==> config.mk <==
export PLATFORM = sky130hd
export DESIGN_NAME = atpr_cordic_cell
export DESIGN_NICKNAME = d
export VERILOG_FILES = /design/src/hdl/atpr_pkg.sv /design/src/hdl/atpr_cordic_cell.sv
export SDC_FILE = /design/constraint.sdc
export NUM_CORES = 1
export LEC_CHECK = 0
export BUFFER_PORTS_ARGS = -buffer_cell sky130_fd_sc_hd__buf_4
export CAP_MARGIN = 15
export CORE_MARGIN = 2
export CORE_UTILIZATION = 39
export DETAILED_ROUTE_END_ITERATION = 10
export RECOVER_POWER = 100
export SKIP_CTS_REPAIR_TIMING = 1
export SYNTH_ARGS = -nofsm -noshare
export SYNTH_HDL_FRONTEND = slang
export SYNTH_SLANG_ARGS = --single-unit
==> constraint.sdc <==
create_clock -name i_clk -period 9.7 [get_ports i_clk]
set_input_delay 0.485 -clock i_clk [delete_from_list [all_inputs] [get_ports i_clk]]
set_output_delay 0.485 -clock i_clk [all_outputs]
set_load 0.02 [all_outputs]
==> src/hdl/atpr_pkg.sv <==
package atpr_pkg;

    localparam int ANGLE_ITERATIONS = 18;
    localparam int TABLE_LEN        = 24;
    localparam int CORDIC_STAGES    = (ANGLE_ITERATIONS < TABLE_LEN) ? ANGLE_ITERATIONS
                                                                      : TABLE_LEN;
    localparam int SQRT_STAGES      = 32;
    localparam int XY_W             = 36;
    localparam int Z_W              = 28;
    localparam int FRAC_BITS        = 16;
    localparam logic signed [Z_W-1:0] MAX_Z = Z_W'(900 * 65536);

    // per-axis data while the floor square root is being built
    typedef struct packed {
        logic [34:0] rem;
        logic [31:0] root;
        logic [63:0] rad;
        logic [16:0] amag;
        logic        neg;
        logic        zero;
    } t_sq_ch;

    typedef struct packed {
        logic              valid;
        t_sq_ch [1:0]      ch;
    } t_sq;

    // per-axis data during the vectoring rotations
    typedef struct packed {
        logic signed [XY_W-1:0] x;
        logic signed [XY_W-1:0] y;
        logic signed [Z_W-1:0]  z;
        logic                   neg;
        logic                   zero;
    } t_cd_ch;

    typedef struct packed {
        logic              valid;
        t_cd_ch [1:0]      ch;
    } t_cd;

    // atan(2^-i) in units of 2^-16 tenth-degree
    function automatic logic signed [Z_W-1:0] atan_tab(input logic [4:0] idx);
        logic signed [Z_W-1:0] v;
        case (idx)
            5'd0:  v = Z_W'(29491200);
            5'd1:  v = Z_W'(17409672);
            5'd2:  v = Z_W'(9198793);
            5'd3:  v = Z_W'(4669451);
            5'd4:  v = Z_W'(2343786);
            5'd5:  v = Z_W'(1173036);
            5'd6:  v = Z_W'(586661);
            5'd7:  v = Z_W'(293348);
            5'd8:  v = Z_W'(146676);
            5'd9:  v = Z_W'(73339);
            5'd10: v = Z_W'(36669);
            5'd11: v = Z_W'(18335);
            5'd12: v = Z_W'(9167);
            5'd13: v = Z_W'(4584);
            5'd14: v = Z_W'(2292);
            5'd15: v = Z_W'(1146);
            5'd16: v = Z_W'(573);
            5'd17: v = Z_W'(286);
            5'd18: v = Z_W'(143);
            5'd19: v = Z_W'(72);
            5'd20: v = Z_W'(36);
            5'd21: v = Z_W'(18);
            5'd22: v = Z_W'(9);
            5'd23: v = Z_W'(4);
            default: v = '0;
        endcase
        return v;
    endfunction

endpackage

==> src/hdl/atpr_cordic_cell.sv <==
module atpr_cordic_cell (
    input  logic           i_clk,
    input  logic           i_rst_n,
    input  logic           i_en,
    input  logic [4:0]     i_iter,
    input  atpr_pkg::t_cd  i_d,
    output atpr_pkg::t_cd  o_d
);

    atpr_pkg::t_cd r_d;
    atpr_pkg::t_cd n_d;

    // one micro-rotation, driving y toward zero
    always_comb begin
        logic signed [atpr_pkg::XY_W-1:0] xs;
        logic signed [atpr_pkg::XY_W-1:0] ys;
        logic signed [atpr_pkg::Z_W-1:0]  t;
        n_d = i_d;
        t   = atpr_pkg::atan_tab(i_iter);
        for (int k = 0; k < 2; k++) begin
            xs = i_d.ch[k].x >>> i_iter;
            ys = i_d.ch[k].y >>> i_iter;
            if (!i_d.ch[k].y[atpr_pkg::XY_W-1]) begin
                n_d.ch[k].x = i_d.ch[k].x + ys;
                n_d.ch[k].y = i_d.ch[k].y - xs;
                n_d.ch[k].z = i_d.ch[k].z + t;
            end else begin
                n_d.ch[k].x = i_d.ch[k].x - ys;
                n_d.ch[k].y = i_d.ch[k].y + xs;
                n_d.ch[k].z = i_d.ch[k].z - t;
            end
        end
    end

    always_ff @(posedge i_clk) begin
        if (!i_rst_n) begin
            r_d.valid <= 1'b0;
        end else if (i_en) begin
            r_d.valid <= n_d.valid;
        end
        if (i_en) begin
            r_d.ch <= n_d.ch;
        end
    end

    assign o_d = r_d;

endmodule

=== Yosys cells after proc, flatten, opt, wreduce, memory -nomap -nowiden ===
Memory sizes are Yosys's and may differ from the RTL's.
Cells that the tools add are included.

* Register bits: 205
* Latch bits: 0
* Memory bits (writable): 0
* ROM bits: 800
* Bits of input ports: 213
* Memories kept: 1

{| class="wikitable"
|+ Memories
! name !! depth !! bits a word !! rd ports !! clocked after memory_dff !! wr ports !! RTL line !! RTL
|-
| (name not given) || 32 || 25 || 1 || 0 || 0 || atpr_pkg.sv:45 || <nowiki>case (idx)</nowiki>
|}

* $add $sub $neg: 12
* $mul: 0
* Div/mod/pow operators: 0
* $lt $le $gt $ge: 0
* Equal/unequal tests: 0
* Shifts and indexed selects: 4
* Multiplexer cells: 2
* Bitwise gates (word level): 0
* Reduce and logical (&&, ||, !) cells: 0

{| class="wikitable"
|+ Operator list
! cell !! number
|-
| 100-bit two-way mux || 2
|-
| 36-bit adder || 4
|-
| 36-bit by 5-bit >>> shifter with 36-bit output || 4
|-
| 36-bit subtractor || 4
|-
| 28-bit adder || 2
|-
| 28-bit subtractor || 2
|}

=== Longest topological paths before layout ===
* Depth after elaboration: 3
* Mapped depth: 36

=== Least setup slack after synthesis ===
Ideal clock, no wire load.

* Path kind: input port to flip-flop
* Start point: input i_iter[2]
* End point: register r_d, in the netlist o_d[28] (data pin)
* Arrival: 6.895 ns
* Setup slack: 2.547 ns
* Stages on the path: 29
* Path buffers: 9
* Cell sequence: buf_2 -> inv_2 -> buf_2 -> buf_4 -> buf_2 -> buf_2 -> buf_2 -> clkbuf_1 -> buf_2 -> buf_1 -> ha_1 -> o21ai_0 -> o21ai_0 -> or3b_2 -> nor4_1 -> nand2_1 -> nor3_1 -> and3_1 -> nor2_1 -> xor2_1 -> ha_1 -> nor2b_1 -> o21a_1 -> a311o_1 -> o41ai_1 -> o2111a_1 -> o21bai_1 -> a21oi_1 -> xnor2_1

{| class="wikitable"
|+ RTL lines
! item !! RTL line !! RTL
|-
| from (decl) || atpr_cordic_cell.sv:5 || <nowiki>input logic [4:0] i_iter,</nowiki>
|-
| to (decl) || atpr_cordic_cell.sv:10 || <nowiki>atpr_pkg::t_cd r_d;</nowiki>
|}

==> impl_results.md <==
- Ports: between 400 and 500
- Die X: around 280 um
- Post-placement cell area: 0.0342 mm2
- Max Fclk: around 0.12 GHz
- Commonest non-fill, non-tap cell in the layout: nor2_1
- Hold depth: 1
- # nets final: ~4000
- Largest net degree at the start of global routing: roughly 110
- Worst-path clk slew: approximately 60 ps
- Cell family with most CP delay: simple AND/OR/NAND/NOR gates
- Post-Route Skew: 0 ps
- WHS Endpoint: o_d[102]
- Number of synthesized register bits: a little over 200
- Synthesized cell area: between 0.03 and 0.04 mm2
- CTS tree: built
- Number of remaining DRC errors: 0
- Syn Area/Cell: around 9.3 um2
- Post-Synthesis Cells: 3290
- R2R Path End: o_d[204]
- Initial core utilization: between 30 and 40%
- Vias in the first global route: 26754
- Max reg flops: roughly 200
- Max-Cap Viols: 3
- CTS max path bufs: 3
- Tot Pwr: approximately 5.3 mW
- RSZ-0062 raised after global routing: false
- Syn Nets: 3721
- Top_reg_cell synth: edfxtp_1
- Crit end category: register
- Area Growth Syn to Fin: 12.1%
- H-tree depth: 1
- Post-route ant nets: 0
- Post-synth EDFFs: 204
- PwrDens: ~160 mW/mm2
- # setup viols final: 0
- Via density: ~6.2
- Setup ws final: around 1600 ps
- Status: finished, violations left
- Crit path max-delay cell type: inv_1
- Async set-or-reset flop fraction in the synthesized netlist: 0%
- Pre-antenna DRT Iters: 6
- Most frequent CP cell: and3_1
- Post-DR wirelength/cell: 24.5 um
- Hold crit path type: input pin to register
- Worst R2R Setup Slack: about 9000 ps
- IO buf count: roughly 420
- DR vias: 28929
- GRT overflow: 0
- Relative slew slack: -199%
- Placed Cells: roughly 4600
- Setup TNS: 0 ps
- Post-Place Worst Slack: around 2100 ps
- Die Area: about 0.08 mm2
- Critical Path Start: i_iter[1]
- Share of post-route cells with drive strength above 1: between 15 and 20%
- Drt total wl: ~110000 um
- Core area: about 0.077 mm2
- First-pass GRT wire length: 170000 um
- CTS Buf Count: 26
- Failing checks: max-capacitance violations, max-slew violations
- Critical setup path kind: input pin to register
- Total Routing Usage GR: around 27%
- Maximum VDD drop: between 0.1 and 0.15 mV
- # rows: 102
- Crit path max fanout: 90
- Final period utilization: 83.0%
- Critical Path Stages: 22
- CP max stage delay: 1090 ps
- Layout fillers: 7742
- Register area share after synthesis: 20.1%
- CP arrival: 8400 ps
- Placer Congestion: 0.987
- Slew @ Worst Pin: about 4500 ps
- Hold Path Origin: i_d[102]
- Syn. warnings: 0
- Starting DRT DRC Count: about 3100
- Fin crit period: slightly above 8000 ps
- Reg2Reg Depth: 2
- Worst path cell trace: buf_6 -> inv_1 -> clkbuf_1 -> mux4_2 -> mux2_1 -> nor4_1 -> nor4b_1 -> and3_1 -> and3_1 -> and3_1 -> or4_1 -> o211ai_1 -> ha_1 -> o21a_1 -> o211ai_1 -> a21oi_1 -> a211o_1 -> a221o_1 -> a41oi_1 -> a211oi_1 -> a31oi_1 -> xnor2_1
- Worst-Skew Late Latency: between 500 and 600 ps
- Post-synthesis cell type count: 107
- Final Hold Viols: 0
- Most frequent cells in the layout: nor2_1, a21oi_1, nand2_1
- Fin. max-slew vios: 210
- Buffers & Inverters on Critical Path: 3
- Post-DP HPWL: between 80000 and 90000 um
- Initial antenna violation count: 7
- Non-Filler Instances: approximately 4600
- Root Driver: clkbuf_16
- Worst setup SP type: input pin
- Worst path required time: between 10000 and 15000 ps
- Reg2reg start: o_d[204]
- Pleak: between 10 and 15 nW
- Die height: 284 um
- Finished Cell Area: approximately 0.034 mm2
- Clk sinks: approximately 210
## stage by stage
| stage | hold WS [ps] | util [%] |
|---|---|---|
| floorplan | 584 | - |
| global placement | 505 | 44.1 |
| detailed placement | 523 | 44.1 |
| CTS | 35.3 | 45.2 |
| global route | 79.8 | 44.2 |
| finish | 100 | 44.2 |
## cells in the mapped netlist (10+ instances only)
library cell | count | area, um2
a31oi_1 | 45 | 282
xnor2_1 | 197 | 1730
o21a_1 | 42 | 315
a21o_1 | 77 | 578
inv_1 | 98 | 368
nor2b_1 | 46 | 288
a22oi_1 | 18 | 135
mux2_2 | 72 | 811
and2_1 | 29 | 181
mux4_1 | 28 | 736
and4_1 | 13 | 114
o31ai_1 | 21 | 158
buf_6 | 16 | 180
edfxtp_1 | 204 | 6130
buf_1 | 21 | 78.8
nand4_1 | 10 | 62.6
nor3b_1 | 11 | 82.6
mux4_2 | 170 | 3830
buf_4 | 21 | 158
nand2_1 | 250 | 938
nand3_1 | 67 | 335
o21ai_0 | 175 | 876
a221oi_1 | 14 | 123
o31a_1 | 10 | 87.6
mux2i_1 | 126 | 1260
or3_1 | 17 | 106
ha_1 | 212 | 2650
clkbuf_1 | 74 | 278
nor4_1 | 12 | 75.1
o22ai_1 | 31 | 194
nor2_1 | 264 | 991
o21bai_1 | 26 | 195
buf_2 | 47 | 235
o211ai_1 | 44 | 330
a21boi_0 | 11 | 82.6
or2_2 | 15 | 93.8
nand2b_1 | 40 | 250
a211oi_1 | 33 | 248
a21oi_1 | 262 | 1310
and3_1 | 41 | 257
o311ai_0 | 10 | 87.6
xor2_1 | 97 | 850
nor3_1 | 74 | 370
## logic make-up after synthesis
group,share of synthesized area [%]
AOI/OAI and AO/OA,20.3
xor gates and xnor gates,8.49
adders and majority gates,9.08
buffers and inverters,4.93
DFF,20.1
muxes,21.9
and+or+nand+nor,15.2
## layer usage
| layer | wire length [um] | share of wire (%) | vias up | track usage (%) |
|---|---|---|---|---|
| li1 | - | - | 13308 | - |
| met2 | 50200 | 44 | 1547 | 41.7 |
| met4 | 3450 | 3.0 | 6 | 7.70 |
| met1 | 49000 | 43 | 13857 | 38.2 |
| met5 | 39 | 0.034 | - | 0 |
| met3 | 10900 | 9.6 | 211 | 5.50 |
## cell type report
class / instances / area (um2) / area share [%]
inverter: 103 / 390 / 1.14
tap: 1040 / 1300 / 3.80
clock buffer: 28 / 679 / 1.99
timing repair buffer: 456 / 2660 / 7.79
clock inverter: 19 / 180 / 0.527
antenna: 4 / 10.0 / 0.0293
sequential: 205 / 6150 / 18.0
multi-input combinational: 2793 / 22800 / 66.8
## worst max path at each step
| stage | endpoint | slack, ps |
|---|---|---|
| 2_1_floorplan | o_d[28] | 2550 |
| 5_1_grt | o_d[203] | 1280 |
| 4_1_cts | o_d[131] | 2680 |
| 6_report | o_d[203] | 1650 |
| 3_5_place_dp | o_d[131] | 2060 |
| 3_3_place_gp | o_d[203] | 2140 |
## power by group
part	total (mW)	internal, mW	leakage, nW	switching, mW
Combinational	2.92	1.10	11.0	1.82
Clock	0.997	0.583	0.421	0.415
Sequential	1.39	1.31	2.01	0.0710
Total	5.31	3.00	13.4	2.31
No activity file was read; power rests on OpenSTA's default activity.
