<file path="src/hdl/atpr_pkg.sv">
package atpr_pkg;

    localparam int ANGLE_ITERATIONS = 18;
    localparam int TABLE_LEN        = 24;
    localparam int CORDIC_STAGES    = (ANGLE_ITERATIONS < TABLE_LEN) ? ANGLE_ITERATIONS
                                                                      : TABLE_LEN;
    localparam int SQRT_STAGES      = 32;
    localparam int XY_W             = 36;
    localparam int Z_W              = 28;
    localparam int FRAC_BITS        = 16;
    localparam logic signed [Z_W-1:0] MAX_Z = Z_W'(900 * 65536);

    // per-axis data while the floor square root is being built
    typedef struct packed {
        logic [34:0] rem;
        logic [31:0] root;
        logic [63:0] rad;
        logic [16:0] amag;
        logic        neg;
        logic        zero;
    } t_sq_ch;

    typedef struct packed {
        logic              valid;
        t_sq_ch [1:0]      ch;
    } t_sq;

    // per-axis data during the vectoring rotations
    typedef struct packed {
        logic signed [XY_W-1:0] x;
        logic signed [XY_W-1:0] y;
        logic signed [Z_W-1:0]  z;
        logic                   neg;
        logic                   zero;
    } t_cd_ch;

    typedef struct packed {
        logic              valid;
        t_cd_ch [1:0]      ch;
    } t_cd;

    // atan(2^-i) in units of 2^-16 tenth-degree
    function automatic logic signed [Z_W-1:0] atan_tab(input logic [4:0] idx);
        logic signed [Z_W-1:0] v;
        case (idx)
            5'd0:  v = Z_W'(29491200);
            5'd1:  v = Z_W'(17409672);
            5'd2:  v = Z_W'(9198793);
            5'd3:  v = Z_W'(4669451);
            5'd4:  v = Z_W'(2343786);
            5'd5:  v = Z_W'(1173036);
            5'd6:  v = Z_W'(586661);
            5'd7:  v = Z_W'(293348);
            5'd8:  v = Z_W'(146676);
            5'd9:  v = Z_W'(73339);
            5'd10: v = Z_W'(36669);
            5'd11: v = Z_W'(18335);
            5'd12: v = Z_W'(9167);
            5'd13: v = Z_W'(4584);
            5'd14: v = Z_W'(2292);
            5'd15: v = Z_W'(1146);
            5'd16: v = Z_W'(573);
            5'd17: v = Z_W'(286);
            5'd18: v = Z_W'(143);
            5'd19: v = Z_W'(72);
            5'd20: v = Z_W'(36);
            5'd21: v = Z_W'(18);
            5'd22: v = Z_W'(9);
            5'd23: v = Z_W'(4);
            default: v = '0;
        endcase
        return v;
    endfunction

endpackage

</file>
<file path="src/hdl/atpr_sqrt_cell.sv">
module atpr_sqrt_cell (
    input  logic           i_clk,
    input  logic           i_rst_n,
    input  logic           i_en,
    input  atpr_pkg::t_sq  i_d,
    output atpr_pkg::t_sq  o_d
);

    atpr_pkg::t_sq r_d;
    atpr_pkg::t_sq n_d;

    // one root bit per cell, restoring form
    always_comb begin
        logic [34:0] rem2;
        logic [34:0] trial;
        logic        ge;
        n_d = i_d;
        for (int k = 0; k < 2; k++) begin
            rem2  = {i_d.ch[k].rem[32:0], i_d.ch[k].rad[63:62]};
            trial = {1'b0, i_d.ch[k].root, 2'b01};
            ge    = (rem2 >= trial);
            n_d.ch[k].rem  = ge ? (rem2 - trial) : rem2;
            n_d.ch[k].root = {i_d.ch[k].root[30:0], ge};
            n_d.ch[k].rad  = {i_d.ch[k].rad[61:0], 2'b00};
        end
    end

    always_ff @(posedge i_clk) begin
        if (!i_rst_n) begin
            r_d.valid <= 1'b0;
        end else if (i_en) begin
            r_d.valid <= n_d.valid;
        end
        if (i_en) begin
            r_d.ch <= n_d.ch;
        end
    end

    assign o_d = r_d;

endmodule

</file>
<file path="config.mk">
export PLATFORM = sky130hd
export DESIGN_NAME = atpr_sqrt_cell
export DESIGN_NICKNAME = d
export VERILOG_FILES = /design/src/hdl/atpr_pkg.sv /design/src/hdl/atpr_sqrt_cell.sv
export SDC_FILE = /design/constraint.sdc
export NUM_CORES = 1
export LEC_CHECK = 0
export ABC_AREA = 1
export BUFFER_PORTS_ARGS = -buffer_cell sky130_fd_sc_hd__buf_2
export CORE_AREA = 2 2 237 239
export CTS_CLUSTER_DIAMETER = 30
export DETAILED_ROUTE_END_ITERATION = 10
export DIE_AREA = 0 0 239 241
export GPL_ROUTABILITY_DRIVEN = 0
export GPL_TIMING_DRIVEN = 0
export HOLD_SLACK_MARGIN = 0.15
export PLACE_DENSITY = 0.61
export SYNTH_ARGS = -nofsm -noshare
export SYNTH_HDL_FRONTEND = slang
export SYNTH_SLANG_ARGS = --single-unit
</file>
<file path="constraint.sdc">
create_clock -name i_clk -period 2 [get_ports i_clk]
set_clock_uncertainty 0.05 [all_clocks]
set_input_delay 0.3 -clock i_clk [delete_from_list [all_inputs] [get_ports i_clk]]
set_output_delay 0.3 -clock i_clk [all_outputs]
set_load 0.01 [all_outputs]
</file>
Yosys cells after proc, flatten, opt, wreduce, memory -nomap -nowiden --
Cells that the tools add are included.
Storage, ports and cells: bits in registers 297, input bits 304, output and inout port bits 301, word-level logic and storage cells 19
Cells by class: add/sub/neg operators 2, order comparisons 2, mux-type cells 2
Operators with widths (number):
- 35-bit by 34-bit greater-or-equal comparator with 1-bit output | 2
- 35-bit two-way mux | 2
- 35-bit by 34-bit subtractor with 35-bit output | 2

Logic depth before layout (Yosys ltp) --
Gate-level depths: netlist (run 1).
word-level depth 2, depth in mapped cells 16, mapped depth without buffers 15

Worst setup path before layout (run 1) --
OpenSTA, ideal clock, no wires.
path type input -> register, from input port i_d[257] in the netlist's numbering, to register r_d (netlist bit o_d[282]) (data pin), library setup time 252 ps, data arrival time 1684 ps, path slack 15 ps, stages on the path 13, path buffers 1, cell sequence inv_1 ha_1 a21oi_2 inv_1 nor2_2 nand2_1 nand2_1 nand3_2 nor2_2 nand2_4 buf_4 nand2_1 nand2_1
RTL lines:
- from (decl) | line atpr_sqrt_cell.sv:5 | input atpr_pkg::t_sq i_d,
- to (decl) | line atpr_sqrt_cell.sv:9 | atpr_pkg::t_sq r_d;

==> results of run 1 <==
## repair_timing
action,in CTS,in global routing
setup endpoints to repair,0,37
endpoints found under the hold margin,346,53
setup buffers,0,1
gates resized for setup,0,16
## critical path: stages
cell	delay, ps
buf_2	110
inv_1	60
ha_2	380
nand2_2	100
nor2_2	200
nand2_1	130
nor2_2	140
nand2_1	80
nand3_2	80
nor2_2	50
nand2_4	160
inv_6	70
buf_12	150
nand2_2	50
nand2_1	90
## kinds of logic after synthesis
kind of cell    share of synthesized area, %
simple gates                            23.2
flops                                   58.4
buf+inv                                 7.44
compound gates                          3.20
fa+ha+maj                               5.58
xor+xnor                                2.07
other cells                           0.0246
## power groups by stage
stage	Sequential, W	Combinational [W]	Clock, W
after floorplan	0.00819	0.00152	0
after global placement	0.00788	0.00342	0
after detailed placement	0.00784	0.00345	0
after CTS	0.00775	0.00393	0.0127
after global routing	0.00780	0.00436	0.0130
final	0.00776	0.00398	0.0124
## final cells by class
| type | instances | share of cell area, % |
|---|---|---|
| clock buffer | 80 | 7.46 |
| multi-input combinational | 1048 | 21.2 |
| antenna | 10 | 0.101 |
| tap | 704 | 3.55 |
| inverter | 257 | 3.91 |
| clock inverter | 55 | 3.15 |
| sequential | 297 | 35.9 |
| buffer | 16 | 0.655 |
| timing repair buffer | 893 | 24.1 |
## per-stage QoR
step                      worst slack, ps  area, um^2  util [%]
after floorplan                      14.7       15300         -
after global placement              -3810       19100      34.8
after detailed placement             -542       19200      35.0
after CTS                            76.2       24800      45.1
after global routing                 2.67       24800      45.3
final                                 120       24800      45.3
## how the worst max path moves through the flow
stage	startpoint	to	cells past startpoint
6_report	i_d[256]	o_d[284]	15
5_1_grt	i_d[262]	o_d[284]	15
3_5_place_dp	i_d[248]	o_d[284]	14
4_1_cts	i_d[147]	o_d[125]	13
3_3_place_gp	i_en	o_d[300]	3
2_1_floorplan	i_d[257]	o_d[282]	13
## metal layers
metal	vias up	share of wire, %
met2	650	50
li1	7188	-
met5	-	0.026
met4	2	3.4
met1	6845	38
met3	115	7.9
## cells in the final DEF, fill, tap and decap left out, drive strengths merged, types with 13 or more instances in the layout
cell type,netlist,final
bufinv,0,13
a21oi,53,53
clkinv,0,30
o21ai,13,13
clkbuf,0,80
xor2,32,32
buf,16,615
nor2,136,136
nand2,612,612
ha,68,68
nand3b,18,18
edfxtp,296,296
inv,257,262
nand3,76,76
dlygate4sd3,0,294
==> metrics.md, run 1 <==
| Metric | Value |
|---|---|
| Number of input and output port buffers inserted | 596 |
| Total I/O pin count | 605 |
| Distinct cells, synth | 34 |
| Data arrival time of the worst path | 2150 ps |
| Remaining global-route overflow | 0 |
| Critical hold path startpoint | i_d[81] |
| Area growth from synthesis to layout | 63.0% |
| DPL Wire Length | 38900 um |
| Fraction of final layout cells with drive strength greater than 1 | 30.1% |
| Register share of total power | 32.1% |
| Final Hold Viols | 0 |
| Cell Count Post-Placement | 2920 |
| P_sw | 0.00643 W |
| FF-to-FF Start | o_d[300] |
| Total number of nets in the final design | 2958 |
| Area used by multi-input combinational logic | 5260 um^2 |
| Met1 routing resource usage after global routing | 19.6% |
| Clock insertion delay at the later pin of the skew report | 590 ps |
| Hold-critical path depth | 3 |
| Max Slew Vio Count | 0 |
| Number of DRC violations after detailed routing | 0 |
| RSZ-0062 raised after global routing | false |
| CP required | 2270 ps |
| Met2 demand-to-capacity share in global routing | 32.2% |
| GRT met3 Usage | 5.14% |
| Detailed router's first-iteration violation count | 861 |
| Setup TNS | 0 ps |
| Clock transition at the registers of the reported paths | 40 ps |
| Total clock buffers created by CTS | 73 |
| Startpoint type of the worst setup path | input pin |
| Primary FF master, synth | edfxtp_1 |
| Starting Density | 27.8% |
| First-pass GRT wire length | 80400 um |
| Die ar. | 57600 um^2 |
| Logic depth of the worst register-to-register path | 3 |
| Busiest metal layer after global routing | met2 |
| Final non-filler cell total | 3360 |
| Number of vias per cell after detailed routing | 4.40 |
| Chip width | 239 um |
| H-tree levels | 3 |
| Max-cap violation count | 0 |
| Yosys top cell area share | 58.3% |
| Standby leakage power | 12.1 nW |
| Largest register FFs | 297 |
| Minimum period implied by the final worst setup slack | 1880 ps |
| Tightest hold margin | 35.5 ps |
| Die outline height | 241 um |
| GR Util All Layers | 18.0% |
| Upper clock frequency limit | 0.532 GHz |
| Length of the first detailed-routing pass in iterations | 5 |
| Count of synthesis-stage warnings from yosys | 0 |
| Worst reg2reg endpoint | o_d[300] |
| Num Clock Sinks | 297 |
| Cell types with the highest counts after synthesis | nand2_1, edfxtp_1, inv_1 |
| Overall power of the completed layout | 0.0242 W |
| Power Density | 973 nW/um^2 |
| Critical path capture point type | register |
| Worst relative slew slack | 47.8% |
| Hold Crit Class | input pin to register |
| Yosys top cell by area | edfxtp_1 |
| Worst-case vdd ir drop | 0.652 mV |
| Average routed wire per standard cell | 16.1 um |
| Clock Tree Buf Depth | 3 |
| Number of synthesized flops with an enable pin | 296 |
| Internal reg-to-reg setup slack | 770 ps |
| Final setup fails | 0 |
| Detail Route Antenna Nets | 0 |
| Result of the run | complete, no violations |
| Endpoint of the worst hold path | o_d[115] |
| Via count | 14800 |
| Leading cell type by number of instances after synthesis | nand2_1 |
| Clock root buffer master | clkbuf_16 |
| Post-cts hold buffer count | 294 |
| Area of all sequential standard cells | 8910 um^2 |
| Share of the yosys chip area belonging to registers | 58.4% |
| Critical path peak fanout | 10 |
| Clock Power Share | 51.5% |
| Fraction of registers with async set or reset after synthesis | 0% |
| Antenna violations before repair | 10 |
| Number of synthesized register bits | 297 |
| Number of rows created at floorplan | 86 |
| TritonCTS clock tree | yes |
| Maximum number of pins on one net before global-route repair | 126 |
| Final Cycle Share | 94.0% |
| Gate count of the mapped netlist | 1615 |
| Core region area | 54900 um^2 |
| Internal cell power | 0.0177 W |
| Net switching fraction of the power | 26.6% |
| Actual slew at the worst max-slew pin | 783 ps |
| Via count of the first global-routing pass | 15100 |
| Number of filler cells placed in the layout | 5184 |
| Power share of the combinational group | 16.5% |
| Average instance area after synthesis | 9.44 um^2 |
| Top post-synthesis cells by area | edfxtp_1, nand2_1, inv_1 |
| Detailed-route wire length | 54100 um |
| Syn Std Cell Area | 15200 um^2 |
| CP Class | input pin to register |
No activity file was read; power rests on OpenSTA's default activity.
==> run 2: changes to the inputs <==
Settings changed: ABC_AREA 1 to default, PLACE_DENSITY 0.61 to 0.58.
==> run 2 against run 1 <==
Compared with the run above:
- highest routed layer unchanged
- via count fell by 13%
- utilization rose by 1.8 points
- largest cell class unchanged
- register-to-register slack improved by 20 ps
- the run now ends with negative setup slack left
- synthesized cell count decreased by 35%
- first-iteration DRC count down 20%
- critical endpoint is now o_d[149]
==> metrics.md, run 2 <==
| Metric | Value |
|---|---|
| GR Util All Layers | 17.5% (-0.43 points) |
| Result of the run | complete, but fails checks |
| Num Clock Sinks | 297 (unchanged) |
| Area growth from synthesis to layout | 88.3% |
| Average instance area after synthesis | 13.0 um^2 (+38%) |
| Total clock buffers created by CTS | 79 (+8.2%) |
| Die outline height | 241 um (unchanged) |
| Detailed-route wire length | 54000 um (about the same) |
| Average routed wire per standard cell | 18.8 um (+17%) |
| Number of input and output port buffers inserted | 596 (unchanged) |
| Number of vias per cell after detailed routing | 4.50 (+2.2%) |
| Number of DRC violations after detailed routing | 0 (unchanged) |
| Worst relative slew slack | 45.8% (-2.0 points) |
| Starting Density | 25.0% (-2.8 points) |
| CP required | 2290 ps (+20 ps) |
| Via count of the first global-routing pass | 13500 (-11%) |
| Count of synthesis-stage warnings from yosys | 0 (unchanged) |
| Final Cycle Share | 127% (+32 points) |
| Yosys top cell by area | edfxtp_1 |
| Top post-synthesis cells by area | edfxtp_1, ha_1, a21oi_1 |
| Clock Tree Buf Depth | 3 (unchanged) |
| Maximum number of pins on one net before global-route repair | 119 (-5.6%) |
| Total I/O pin count | 605 (unchanged) |
| Actual slew at the worst max-slew pin | 813 ps (+29.4 ps) |
| Via count | 12900 (-13%) |
| Worst reg2reg endpoint | o_d[300] |
| Upper clock frequency limit | 0.395 GHz (-26%) |
| CP Class | input pin to register |
| H-tree levels | 3 (unchanged) |
| Fraction of registers with async set or reset after synthesis | 0% (unchanged) |
| Max-cap violation count | 0 (unchanged) |
| Fraction of final layout cells with drive strength greater than 1 | 49.0% (+19 points) |
| Tightest hold margin | 192 ps (+157 ps) |
| Setup slack at placement | -1570 ps (-1030 ps) |
| Max Slew Vio Count | 0 (unchanged) |
| Internal reg-to-reg setup slack | 790 ps (+20 ps) |
| FF-to-FF Start | o_d[300] |
| Cell types with the highest counts after synthesis | edfxtp_1, a21oi_1, inv_1 |
| Yosys top cell area share | 64.7% (+6.4 points) |
| Leading cell type by number of instances after synthesis | edfxtp_1 |
| Core region area | 54900 um^2 (unchanged) |
| Syn Std Cell Area | 13700 um^2 (-9.9%) |
| DPL Wire Length | 36100 um (-7.0%) |
| Remaining global-route overflow | 0 (unchanged) |
| Length of the first detailed-routing pass in iterations | 5 (unchanged) |
| Startpoint type of the worst setup path | input pin |
| Detailed router's first-iteration violation count | 689 (-20%) |
| Util after Layout | 47.1% (+1.8 points) |
| Critical path peak fanout | 7 (-3) |
| Distinct cells, synth | 68 (+100%) |
| Chip width | 239 um (unchanged) |
| Hold Crit Class | input pin to register |
| Failing checks | negative setup slack |
| Leading cell type in the layout, fill and taps excluded | buf_2 |
| Critical hold path startpoint | i_d[81] |
| Detail Route Antenna Nets | 0 (unchanged) |
| Power Density | 1010 nW/um^2 (+3.3%) |
| Number of synthesized register bits | 297 (unchanged) |
| Top library cells by usage in the layout, fill and taps aside | buf_2, dlygate4sd3_1, edfxtp_1 |
| Startpoint of the most critical setup path | i_d[101] |
| Worst-case vdd ir drop | 0.788 mV (+21%) |
| Final worst-path setup slack | -530 ps (-650 ps) |
| Number of filler cells placed in the layout | 4800 (-7.4%) |
| Overall power of the completed layout | 0.0260 W (+7.5%) |
| Clock transition at the registers of the reported paths | 40 ps (about the same) |
| Data arrival time of the worst path | 2820 ps (+670 ps) |
| TritonCTS clock tree | yes |
| Number of synthesized flops with an enable pin | 296 (unchanged) |
| Clock insertion delay at the later pin of the skew report | 580 ps (about the same) |
| Total number of nets in the final design | 2468 (-17%) |
| Fin area | 25900 um^2 (+4.1%) |
| Largest register FFs | 297 (unchanged) |
| Number of rows created at floorplan | 86 (unchanged) |
| Standby leakage power | 11.2 nW (-7.5%) |
| Final setup fails | 72 (+72) |
| RSZ-0062 raised after global routing | true |
| Minimum period implied by the final worst setup slack | 2530 ps (+650 ps) |
| Gate count of the mapped netlist | 1055 (-35%) |
| Logic depth of the worst register-to-register path | 3 (unchanged) |
| Die ar. | 57600 um^2 (unchanged) |
| Share of the yosys chip area belonging to registers | 64.9% (+6.4 points) |
| First-pass GRT wire length | 77100 um (-4.1%) |
| Capturing element of the worst setup path | o_d[149] |
| Clock root buffer master | clkbuf_16 |
| Primary FF master, synth | edfxtp_1 |
| Final Hold Viols | 0 (unchanged) |
| Critical path capture point type | register |
| Antenna violations before repair | 13 (+3) |
| Placement-stage cell area | 18100 um^2 (-5.8%) |
run 2: cell types whose count changed in the layout (fill, tap and decap cells not counted), sizes merged, moves of 36 or more:
cell,delta
a21oi,+40
nand3,-63
nand2,-534
nor2,-79
o21ai,+60
inv,-159
xnor2,+36
buf,+70
run 2: kinds of logic (layout without fill, tap and decap cells):
| logic type | count (synthesis) | in the layout | synth area share [%] |
|---|---|---|---|
| other | 1 | 12 | 0.0273 |
| AND/OR/NAND/NOR | 222 | 222 | 7.55 |
| adder cells (fa/ha/maj) | 68 | 68 | 6.20 |
| multiplexers | 13 | 13 | 1.13 |
| flip-flops | 297 | 297 | 64.9 |
| XOR/XNOR | 61 | 61 | 3.89 |
| buffers and inverters | 125 | 1229 | 3.98 |
| AO/OA/AOI/OAI | 268 | 268 | 12.3 |
run 2: how the worst min path moves through the flow:
stage          endpoint  cells past startpoint
2_1_floorplan    o_d[0]                      0
3_3_place_gp   o_d[157]                      1
3_5_place_dp    o_d[28]                      1
4_1_cts        o_d[116]                      4
5_1_grt        o_d[270]                      1
6_report       o_d[116]                      4
run 2: cell type report:
class                      count  area, um^2  share of cell area, %
buffer                        26         312                   1.20
multi-input combinational    636        5600                   21.7
tap                          704         881                   3.41
sequential                   297        8910                   34.5
timing repair buffer         966        6920                   26.8
inverter                      90         382                   1.48
clock buffer                  86        2020                   7.83
clock inverter                61         812                   3.14
antenna                        8        20.0                 0.0774
run 2: what timing repair did:
action                     in CTS  in global routing
hold buffers                  296                  0
cloned                         11                  0
buffers inserted               54                 14
setup endpoints to repair      72                 72
gates resized for setup       249                 98
pin swaps                      62                 31
hold endpoints to repair      295                  0
run 2: worst max-delay path, cell delays in order:
cell and delay, ps:
buf_2 120, inv_1 50, ha_1 270, clkbuf_2 180, a21o_1 250, nor4_4 340, a211oi_4 100, a311o_2 420
a21oi_4 230, buf_6 180, buf_6 100, nor2_1 30, mux2_2 250
run 2: metal layers:
layer,wire length (um),part of all wire (%),global-route usage [%]
met3,3680,6.8,4.91
met1,21400,40,20.7
met5,39,0.072,0
met2,27100,50,29.7
met4,1840,3.4,7.84
run 2: power by group:
group          switching (W)  total (W)  internal [W]  leakage, nW
registers           0.000194    0.00780       0.00761         2.91
clock network        0.00412     0.0134       0.00932         1.37
logic                0.00244    0.00475       0.00231         6.88
total                0.00675     0.0260        0.0192         11.2
run 2: per-stage QoR:
step | instances | TNS, ps
floorplan | 1058 | -44870
finish | 2874 | -24230
global placement | 2358 | -1203630
detailed placement | 2360 | -90550
global route | 2874 | -28240
CTS | 2862 | -22200
==> run 3: changes to the inputs <==
Settings changed: SKIP_LAST_GASP from default to 1.
==> run 3 against run 2 <==
Compared with the run above:
- the run still ends with negative setup slack left
- utilization shrank 0.068 points
- sequential share of layout area rose by 0.050 points
- cell area is 0.15% lower
- global-route usage about the same
- register-to-register slack about the same
- setup slack got worse by 13 ps
- maximum frequency down 0.50%
- die area unchanged
- first-iteration DRC count shrank 0.87%
- critical path type unchanged
==> metrics.md, run 3 (synthesized netlist as in run 2, its figures left out) <==
| Metric | Value |
|---|---|
| Minimum period implied by the final worst setup slack | 2540 ps (+12.7 ps) |
| Total number of nets in the final design | 2471 (+0.12%) |
| Chip width | 239 um (unchanged) |
| Area of all sequential standard cells | 8910 um^2 (unchanged) |
| Worst-case vdd ir drop | 0.788 mV (about the same) |
| Via count of the first global-routing pass | 13600 (+0.18%) |
| Leading cell type in the layout, fill and taps excluded | buf_2 |
| Register share of total power | 30.1% (about the same) |
| Starting Density | 25.0% (unchanged) |
| Total clock buffers created by CTS | 79 (unchanged) |
| Net switching fraction of the power | 26.0% (about the same) |
| Number of rows created at floorplan | 86 (unchanged) |
| CP Class | input pin to register |
| Fin area | 25800 um^2 (-0.15%) |
| Maximum number of pins on one net before global-route repair | 119 (unchanged) |
| Max Slew Vio Count | 0 (unchanged) |
| Number of vias per cell after detailed routing | 4.52 (+0.39%) |
| P_sw | 0.00674 W (about the same) |
| Internal cell power | 0.0192 W (about the same) |
| Upper clock frequency limit | 0.393 GHz (-0.50%) |
| Critical path peak fanout | 7 (unchanged) |
| Fraction of final layout cells with drive strength greater than 1 | 48.6% (-0.39 points) |
| Max-cap violation count | 0 (unchanged) |
| Overall power of the completed layout | 0.0260 W (about the same) |
| Final Hold Viols | 0 (unchanged) |
| Power share of the combinational group | 18.2% (about the same) |
| Clock insertion delay at the later pin of the skew report | 580 ps (about the same) |
| GR Util All Layers | 17.5% (about the same) |
| Setup TNS | -24880 ps (-649 ps) |
| Final setup fails | 72 (unchanged) |
| Total I/O pin count | 605 (unchanged) |
| Standby leakage power | 11.1 nW (about the same) |
| H-tree levels | 3 (unchanged) |
| Detail Route Antenna Nets | 0 (unchanged) |
| Startpoint type of the worst setup path | input pin |
| Final non-filler cell total | 2874 (unchanged) |
| Die ar. | 57600 um^2 (unchanged) |
| Cell Count Post-Placement | 2360 (unchanged) |
| Data arrival time of the worst path | 2830 ps (about the same) |
| Failing checks | negative setup slack |
| Number of DRC violations after detailed routing | 0 (unchanged) |
| Largest register FFs | 297 (unchanged) |
| Result of the run | complete, but fails checks |
| Final worst-path setup slack | -543 ps (-12.7 ps) |
| Met1 wire length | 21200 um (-0.92%) |
| Area growth from synthesis to layout | 88.0% |
| Placement-stage cell area | 18100 um^2 (unchanged) |
| Clock Power Share | 51.7% (about the same) |
| Number of input and output port buffers inserted | 596 (unchanged) |
| Worst relative slew slack | 46.1% (+0.24 points) |
| Via count | 13000 (+0.39%) |
| Core region area | 54900 um^2 (unchanged) |
| Area used by multi-input combinational logic | 5560 um^2 (-0.67%) |
| Highest Signal Layer | met5 |
| Util after Layout | 47.0% (-0.068 points) |
| Actual slew at the worst max-slew pin | 809 ps (-3.65 ps) |
| Clock transition at the registers of the reported paths | 40 ps (about the same) |
| Met3 WL post-DR | 4080 um (+11%) |
| Critical path capture point type | register |
| Antenna violations before repair | 10 (-3) |
| CP required | 2290 ps (about the same) |
| Clock Tree Buf Depth | 3 (unchanged) |
| Number of filler cells placed in the layout | 4796 (-0.083%) |
| Die outline height | 241 um (unchanged) |
| Power Density | 1010 nW/um^2 (about the same) |
| Hold Crit Class | input pin to register |
| Top library cells by usage in the layout, fill and taps aside | buf_2, dlygate4sd3_1, edfxtp_1 |
| First-pass GRT wire length | 77300 um (+0.23%) |
| Num Clock Sinks | 297 (unchanged) |
| Remaining global-route overflow | 0 (unchanged) |
| Sum of met2 wire segment lengths after detailed routing | 27000 um (-0.36%) |
| Detailed-route wire length | 54200 um (+0.25%) |
| Clock root buffer master | clkbuf_16 |
| Length of the first detailed-routing pass in iterations | 5 (unchanged) |
| TritonCTS clock tree | yes |
| Average routed wire per standard cell | 18.8 um (+0.25%) |
| DPL Wire Length | 36100 um (unchanged) |
| Detailed router's first-iteration violation count | 683 (-0.87%) |
| Final Cycle Share | 127% (+0.64 points) |
| RSZ-0062 raised after global routing | true |
run 3: cell types whose count changed in the layout (fill, tap and decap cells not counted), sizes merged:
cell / before / now
diode: 8 / 5
buf: 685 / 687
clkbuf: 97 / 98
run 3: metrics by stage:
step / worst slack, ps / hold slack (ps)
after detailed placement: -1570 / 428
after global routing: -625 / 217
after CTS: -493 / 155
after floorplan: -715 / 349
after global placement: -3860 / 426
final: -543 / 191
run 3: cell type report:
type	count	area share, %
Clock buffer	86	7.84
Inverter	90	1.48
Antenna cell	5	0.0485
Clock inverter	61	3.15
Tap cell	704	3.41
Buffer	27	1.23
Timing Repair Buffer	968	26.8
Multi-Input combinational cell	636	21.5
Sequential cell	297	34.5
run 3: repair_timing:
item	in CTS	in global routing
resized for setup	240	98
pin swaps	61	34
buffers inserted	54	17
gates cloned	11	0
hold buffers	296	0
setup endpoints to repair	72	72
hold endpoints to repair	295	0
run 3: layer usage:
metal	global-route usage [%]	vias up
li1	-	6056
met1	20.6	6239
met2	30.1	547
met3	4.93	132
met4	7.37	8
met5	0	-
run 3: final timing paths:
check / endpoint / slack (ps) / cells past startpoint / start
max: o_d[149] / -540 / 15 / i_d[101]
min: o_d[116] / 190 / 4 / i_d[81]
max reg2reg: o_d[300] / 790 / 3 / o_d[300]
min reg2reg: o_d[300] / 1020 / 3 / o_d[300]
run 3: worst max-delay path, stage by stage:
cell	delay, ps
buf_2	120
inv_1	50
ha_1	270
clkbuf_2	180
o21a_1	130
o21ai_0	170
nand2b_1	70
a21oi_1	250
a211oi_4	80
a311o_2	420
a21oi_4	230
buf_6	180
buf_6	100
nor2_1	30
mux2_2	250
run 3: power by group through the flow:
| stage | clock network (W) | logic (W) | registers [W] |
|---|---|---|---|
| after global routing | 0.0140 | 0.00507 | 0.00785 |
| after detailed placement | 0 | 0.00339 | 0.00790 |
| after CTS | 0.0136 | 0.00452 | 0.00780 |
| after floorplan | 0 | 0.00149 | 0.00821 |
| after global placement | 0 | 0.00335 | 0.00794 |
| final | 0.0134 | 0.00474 | 0.00781 |
